--- src/sv/uv_sphere_tessellator_defines.svh ---
// assertion macros shared by the tessellator rtl
`ifndef UV_SPHERE_TESSELLATOR_DEFINES_SVH
`define UV_SPHERE_TESSELLATOR_DEFINES_SVH

// same-cycle implication, checked outside reset
`define UVST_ASSERT_IMP(lbl, ante, cons, msg) \
  lbl: assert property (@(posedge clk) disable iff (!rst_n) (ante) |-> (cons)) \
    else $error(msg);

// next-cycle implication, checked outside reset
`define UVST_ASSERT_NXT(lbl, ante, cons, msg) \
  lbl: assert property (@(posedge clk) disable iff (!rst_n) (ante) |=> (cons)) \
    else $error(msg);

`endif

--- src/sv/uvst_pkg.sv ---
// shared types, constants and helpers of the uv sphere tessellator
`default_nettype none
package uvst_pkg;

  localparam int RAD_W   = 16;
  localparam int CNT_W   = 11;
  localparam int IDX_W   = 10;
  localparam int CFG_W   = 16;
  localparam int COORD_W = 24;
  localparam int DEN_W   = 12;
  localparam int SC_W    = 32;
  localparam int T_W     = 31;
  localparam int T2_W    = 32;
  localparam int TERM_W  = 32;
  localparam int ACC_W   = 34;
  localparam int RING_W  = 26;

  // result buffer slots
  localparam int DEPTH  = 16;
  localparam int SLOT_W = 4;
  localparam int OCC_W  = 5;

  // taylor series cells: cos takes nine terms after the first, sin eight
  localparam int TAY_CELLS = 9;
  localparam int SIN_TERMS = 8;

  localparam logic [T_W-1:0]    HALF_PI_Q30 = 31'd1686629713;
  localparam logic [TERM_W-1:0] ONE_Q30     = 32'h4000_0000;

  typedef enum logic [1:0] {
    REG_RADIUS,
    REG_SLICES,
    REG_STACKS
  } cfg_reg_t;

  typedef enum logic [1:0] {
    JOB_LAT0,
    JOB_LAT1,
    JOB_LON0,
    JOB_LON1
  } job_kind_t;

  typedef struct packed {
    logic [SLOT_W-1:0] slot;
    job_kind_t         kind;
    logic [1:0]        quad;
  } job_tag_t;

  typedef struct packed {
    logic [T2_W-1:0]          t2;
    logic [TERM_W-1:0]        term_s;
    logic [TERM_W-1:0]        term_c;
    logic signed [ACC_W-1:0]  acc_s;
    logic signed [ACC_W-1:0]  acc_c;
    job_tag_t                 tag;
  } tay_bus_t;

  // vertex n of the quad: {upper latitude, second longitude}
  function automatic logic [1:0] vtx_corner(input logic [2:0] n);
    case (n)
      3'd0: return 2'b00;
      3'd1: return 2'b10;
      3'd2: return 2'b11;
      3'd3: return 2'b00;
      3'd4: return 2'b11;
      3'd5: return 2'b01;
      default: return 2'b00;
    endcase
  endfunction

endpackage
`default_nettype wire

--- src/sv/uvst_div_cell.sv ---
// one restoring-division cell: decides one quotient bit and passes the rest on
`default_nettype none
module uvst_div_cell import uvst_pkg::*; #(
  parameter int BIT = 0,
  parameter int NW  = 28,
  parameter int QW  = 17
) (
  input  logic             clk,
  input  logic             rst_n,
  input  logic             in_valid,
  input  logic [NW-1:0]    in_rem,
  input  logic [DEN_W-1:0] in_den,
  input  logic [QW-1:0]    in_quo,
  input  job_tag_t         in_tag,
  output logic             out_valid,
  output logic [NW-1:0]    out_rem,
  output logic [DEN_W-1:0] out_den,
  output logic [QW-1:0]    out_quo,
  output job_tag_t         out_tag
);

  logic             valid_r;
  logic [NW-1:0]    rem_r, rem_nxt;
  logic [DEN_W-1:0] den_r;
  logic [QW-1:0]    quo_r, quo_nxt;
  job_tag_t         tag_r;
  logic [NW-1:0]    den_sh;
  logic             take;

  // trial subtract of the shifted divisor
  always_comb begin
    den_sh  = {{(NW-DEN_W){1'b0}}, in_den} << BIT;
    take    = (in_rem >= den_sh);
    rem_nxt = take ? (in_rem - den_sh) : in_rem;
    quo_nxt = in_quo;
    quo_nxt[BIT] = take;
  end

  always_ff @(posedge clk) begin
    if (!rst_n) begin
      valid_r <= 1'b0;
    end else begin
      valid_r <= in_valid;
    end
  end

  always_ff @(posedge clk) begin
    rem_r <= rem_nxt;
    den_r <= in_den;
    quo_r <= quo_nxt;
    tag_r <= in_tag;
  end

  assign out_valid = valid_r;
  assign out_rem   = rem_r;
  assign out_den   = den_r;
  assign out_quo   = quo_r;
  assign out_tag   = tag_r;

endmodule
`default_nettype wire

--- config.mk ---
export PLATFORM = sky130hd
export DESIGN_NAME = uvst_div_cell
export DESIGN_NICKNAME = d
export VERILOG_FILES = /design/src/sv/uv_sphere_tessellator_defines.svh /design/src/sv/uvst_pkg.sv /design/src/sv/uvst_div_cell.sv
export SDC_FILE = /design/constraint.sdc
export NUM_CORES = 1
export LEC_CHECK = 0
export ABC_AREA = 1
export CAP_MARGIN = 30
export CORE_UTILIZATION = 44
export CTS_CLUSTER_DIAMETER = 40
export CTS_CLUSTER_SIZE = 20
export DETAILED_ROUTE_END_ITERATION = 8
export DONT_BUFFER_PORTS = 1
export GPL_TIMING_DRIVEN = 1
export PLACE_DENSITY_LB_ADDON = 0.25
export SETUP_SLACK_MARGIN = 0.3
export SLEW_MARGIN = 20
export SYNTH_ARGS = -nofsm -noshare
export SYNTH_HDL_FRONTEND = slang
export SYNTH_SLANG_ARGS = --single-unit
export TNS_END_PERCENT = 10
--- constraint.sdc ---
create_clock -name clk -period 2.26 [get_ports clk]
set_input_delay 0.226 -clock clk [delete_from_list [all_inputs] [get_ports clk]]
set_output_delay 0.226 -clock clk [all_outputs]
set_load 0.01 [all_outputs]
==> results.toml, run 1 <==
[detailed_routing]
drtAntennaViolNets = 0
wl_per_cell_um = 13.7
drtIter0Drc = 95
drc = 0
wirelength_um = 8110
drt_first_pass_iters = 4
vias = 2795
viasPerCell = 4.72

[die]
io_pins = 134
die_x_um = 86.2
initial_core_util_pct = 45.7
rows = 30
core_area_um2 = 6830
die_height_um = 86.2
dieArea_um2 = 7440

[worst_hold_path]
min_path_cells = 2
worstHoldStart = "in_rem[23]"
hold_end = "out_rem[23]"
worstHoldPathType = "in -> reg"

[sta]
max_freq_mhz = 593
slew_headroom_pct = 77.9
rsz0062_at_grt = "false"
finalCriticalPeriod_ns = 1.69
tightest_slew_ns = 0.332
finalSetupTns_ns = 0
post-route-period-util_pct = 74.6
hold_ws_ns = 0.0225
setup_viol = 0
hold_violations = 0
setup_ws_ns = 0.575
drv_slew = 0

[logic_synthesis]
synth_fa_ha_area_share_pct = 5.45
syn_avg_cell_area_um2 = 7.23
synthesis.area_um2 = 3120
syn-instance-count = 432
synthSimpleGateAreaFrac_pct = 30.6
synth_top_area_share_pct = 42.3
synth-seq-area-share_pct = 42.3
synth_xor_area_share_pct = 2.80
synth_top_family_by_area = "simple AND/OR/NAND/NOR gates"
synth_mux_area_share_pct = 0
ys_ff_latch = 66
synth_cell_types = 28
yosysWarningCount = 0
yosysTopAreaCell = "dfxtp_1"
synth_compound_area_share_pct = 7.45
synthTopCellsByArea = "dfxtp_1 42%, nand2_1 16%, inv_1 9.5%"
synth_fp_nets = 513

[critical_path]
crit_path_max_fanout = 32
critPathRequiredTime_ns = 2.54
start_kind = "input port"
critPathArrivalTime_ns = 1.96
crit_type = "in -> reg"
cp-end-kind = "flop"

[place]
post-place-ws_ns = 0.244
place.port_buffers = 0
placed_cell_area_um2 = 3200
dp_hpwl_um = 6020
place_congestion = 0.864

[clocking]
numCtsBuffers = 9
numClockSinks = 66
h-tree-depth = 3
cts_tree = "built"
cts-root-buf = "clkbuf_8"
cts_resized = 0
max-clock-path-buffers = 2
path_clk_slew_ns = 0.08
postCtsSetupRepairBufs = 0

[pwr]
ir_drop_mv = 0.244
combinationalPowerShare_pct = 15.0
p_sw_uw = 788
p_int_mw = 1.99
p_sw_share_pct = 28.3
seqPwrFrac_pct = 48.7
leakage_nw = 1.88
p_clk_share_pct = 36.3
powerDensity_nw_per_um2 = 710

[final_layout]
syn2layout_area_growth_pct = 25.4
design.final.nets = 572
antennaDiodeCount = 0
final_cell_mix = "134 x nand2_1, 79 x inv_1, 66 x dfxtp_1"
final_common_cell = "nand2_1"
final_layout_size_suffix_gt1_share_pct = 10.3
fin_util_pct = 57.3
final_cell_area_um2 = 3920

[job]
maxCapViolCount = 0

[grt]
grt_max_degree = 33
grt_pass1_vias = 2717
grt_util_all_layers_pct = 22.2
antenna_found_initial = 0
grt_overflow = 0
grt_first_pass_wirelength_um = 12500

[run_status]
status = "complete, no violations"
## worst max path at each step
| stage | start | end | slack, ns | depth (start not counted) |
|---|---|---|---|---|
| finish | in_den[11] | out_rem[1] | 0.57 | 11 |
| global route | in_den[11] | out_rem[1] | 0.46 | 11 |
| CTS | in_den[11] | out_rem[2] | 0.62 | 11 |
| detailed placement | in_den[11] | out_rem[5] | 0.24 | 11 |
| global placement | in_den[11] | out_rem[5] | 0.31 | 11 |
| floorplan | in_rem[0] | out_rem[3] | 0.55 | 12 |
## per-stage QoR
stage                     cells  total power, mW
final                       592             2.78
after global routing        592             2.92
after CTS                   592             2.81
after detailed placement    525             1.73
after global placement      525             1.72
after floorplan             432             1.64
## sequential cells by signal (all words and copies together), names as in the netlist
signal / flops
out_den: 12
out_quo: 17
out_rem: 28
out_tag: 8
out_valid: 1
## cells by family (layout without fill, tap and decap cells)
| kind of cell | Yosys count | after routing |
|---|---|---|
| buffers and inverters | 85 | 149 |
| adder cells (fa/ha/maj) | 13 | 13 |
| flip-flops | 66 | 66 |
| AND/OR/NAND/NOR | 227 | 227 |
| XOR/XNOR | 10 | 10 |
| AO/OA/AOI/OAI | 31 | 31 |
## power groups by stage
stage / combinational [mW] / sequential [mW] / clock [mW]
CTS: 0.417 / 1.36 / 1.03
detailed placement: 0.344 / 1.38 / 0
finish: 0.417 / 1.35 / 1.01
global route: 0.469 / 1.36 / 1.09
floorplan: 0.276 / 1.37 / 0
global placement: 0.340 / 1.38 / 0
## cell type report
type | instances | area, um^2
fillers | 652 | 2920
multi-input cells | 281 | 1450
flip-flops and latches | 66 | 1320
repair buffers | 51 | 510
inverters | 82 | 313
clock buffers | 10 | 138
well taps | 96 | 120
clock inverters | 6 | 66.3
## Yosys cell counts
library cell / count
xor2_1: 3
a21boi_0: 1
nand3b_1: 2
nand2_2: 5
nand2_4: 1
dfxtp_1: 66
buf_12: 1
inv_2: 2
or2_2: 2
fa_1: 1
inv_6: 1
a21oi_1: 5
a21oi_2: 10
inv_1: 79
nor3_1: 3
o21ai_1: 2
nand2_1: 134
o21ai_2: 10
and3_1: 1
nand4_1: 6
nand3_1: 28
xnor2_1: 7
nor2_4: 1
ha_1: 12
buf_6: 2
o21ai_0: 3
nor2_2: 3
nor2_1: 41
## what timing repair did
action	in CTS	in global routing
hold endpoints to repair	50	0
hold buffers	51	0
setup endpoints to repair	0	0
## per-layer routing
metal,global-route usage (%),wire (um),vias up
met5,0,0,-
met4,6.36,101,0
met3,6.29,529,9
met2,39.2,3860,100
met1,26.0,3610,1257
li1,-,-,1429
## worst max-delay path, stage by stage
cell and delay [ns]:
inv_1 0.03, ha_1 0.33, inv_1 0.15, o21ai_1 0.12
a21oi_1 0.23, nand2_1 0.10, nor2_2 0.19, nand2_4 0.12
inv_6 0.27, nand2_1 0.11, o21ai_2 0.07
(Power assumes the default switching activity.)
==> run 2, diff against run 1 <==
Clock period 2.26 ns to 1.45 ns, I/O delays scaled along.
==> results.toml, run 2 (synthesis results as in run 1) <==
[die]
die_height_um = 86.2
core_area_um2 = 6830
dieArea_um2 = 7440
die_x_um = 86.2
io_pins = 134
rows = 30
initial_core_util_pct = 45.7

[final_layout]
final_layout_size_suffix_gt1_share_pct = 28.9
final_cell_mix = "115 x nand2_1, 67 x inv_1, 66 x dfxtp_1"
final_cell_area_um2 = 4800
design.final.nets = 637
antennaDiodeCount = 0
fin_util_pct = 70.2
final_common_cell = "nand2_1"
fillers = 584
largest_reg_flops = 28
final_cells = 656
syn2layout_area_growth_pct = 53.6

[critical_path]
critPathRequiredTime_ns = 1.68
start_kind = "input port"
endpoint = "out_rem[10]"
crit_type = "in -> reg"
critPathArrivalTime_ns = 1.52
critPathLaunch = "in_den[6]"
crit_path_max_fanout = 8
cp-end-kind = "flop"

[sta]
rsz0062_at_grt = "true"
drv_slew = 0
max_freq_mhz = 773
tightest_slew_ns = 0.298
post-route-period-util_pct = 89.3
finalCriticalPeriod_ns = 1.29
hold_ws_ns = -0.0699
setup_viol = 0
finalSetupTns_ns = 0
slew_headroom_pct = 80.1
hold_violations = 2
setup_ws_ns = 0.156

[detailed_routing]
vias = 3154
drt_first_pass_iters = 4
drc = 0
viasPerCell = 4.81
wirelength_um = 9710
drtIter0Drc = 85
drtAntennaViolNets = 0
wl_per_cell_um = 14.8

[place]
place_congestion = 0.875
post-place-ws_ns = -0.216
dp_cells = 570
dp_hpwl_um = 6790
placed_cell_area_um2 = 3750
place.port_buffers = 0

[clocking]
h-tree-depth = 3
numCtsBuffers = 9
path_clk_slew_ns = 0.08
max-clock-path-buffers = 2
numClockSinks = 66
cts-root-buf = "clkbuf_8"
cts_tree = "built"

[run_status]
violations = "hold timing"
status = "finished with violations"

[pwr]
total_power_mw = 4.40
ir_drop_mv = 0.441
leakage_nw = 2.28
powerDensity_nw_per_um2 = 917

[grt]
grtUsageMet3_pct = 7.52
grt_pass1_vias = 3010
grt_overflow = 0
antenna_found_initial = 0
gr-usage-met2_pct = 42.9
grt_max_degree = 13
grt_first_pass_wirelength_um = 14200
grt_util_all_layers_pct = 25.3
busiest_layer = "met2"
use_met1_pct = 30.2

[job]
maxCapViolCount = 0

[worst_hold_path]
worstHoldPathType = "in -> reg"
-- run 2: cell type report --
type	instances	area, um^2	share of cell area [%]
Timing Repair Buffer	116	1100	23.0
Clock buffer	9	124	2.58
Tap cell	96	120	2.50
Sequential cell	66	1320	27.6
Clock inverter	6	35.0	0.730
Multi-Input combinational cell	281	1760	36.6
Inverter	82	338	7.04
-- run 2: metal layers --
metal  up-vias  part of all wire [%]
met4         0                   2.3
met5         -                     0
met3        21                   8.9
met2       137                    49
met1      1434                    40
li1       1562                     -
-- run 2: what timing repair did --
| action | in CTS | in global routing |
|---|---|---|
| endpoints found under the setup margin | 27 | 28 |
| gates cloned | 0 | 2 |
| gates resized for setup | 11 | 38 |
| setup buffers | 0 | 6 |
| pin swaps | 3 | 17 |
| hold buffers | 61 | 2 |
| endpoints found under the hold margin | 63 | 3 |
-- run 2: critical path, cell delays in order --
cell      delay, ns
inv_8          0.02
ha_4           0.29
nand2_4        0.08
nor2_4         0.11
nand4_1        0.15
o21ai_2        0.20
inv_2          0.06
nand2_4        0.10
clkinv_8       0.10
buf_12         0.14
nand2_2        0.06
o21ai_2        0.06
-- run 2: how the worst min path moves through the flow --
stage,start,end,slack (ns),cells past startpoint
after floorplan,in_den[0],out_den[0],0.17,0
after CTS,in_rem[6],out_rem[6],-0.08,2
final,in_rem[25],out_rem[25],-0.07,2
after global routing,in_rem[25],out_rem[25],-0.07,2
after detailed placement,in_quo[11],out_quo[11],0.17,0
after global placement,in_quo[1],out_quo[1],0.17,0
-- run 2: report_power, final --
| part | leakage, nW | internal, mW | switching (mW) |
|---|---|---|---|
| Clock | 0.0806 | 0.597 | 0.713 |
| Combinational | 1.64 | 0.502 | 0.469 |
| Sequential | 0.556 | 1.97 | 0.144 |
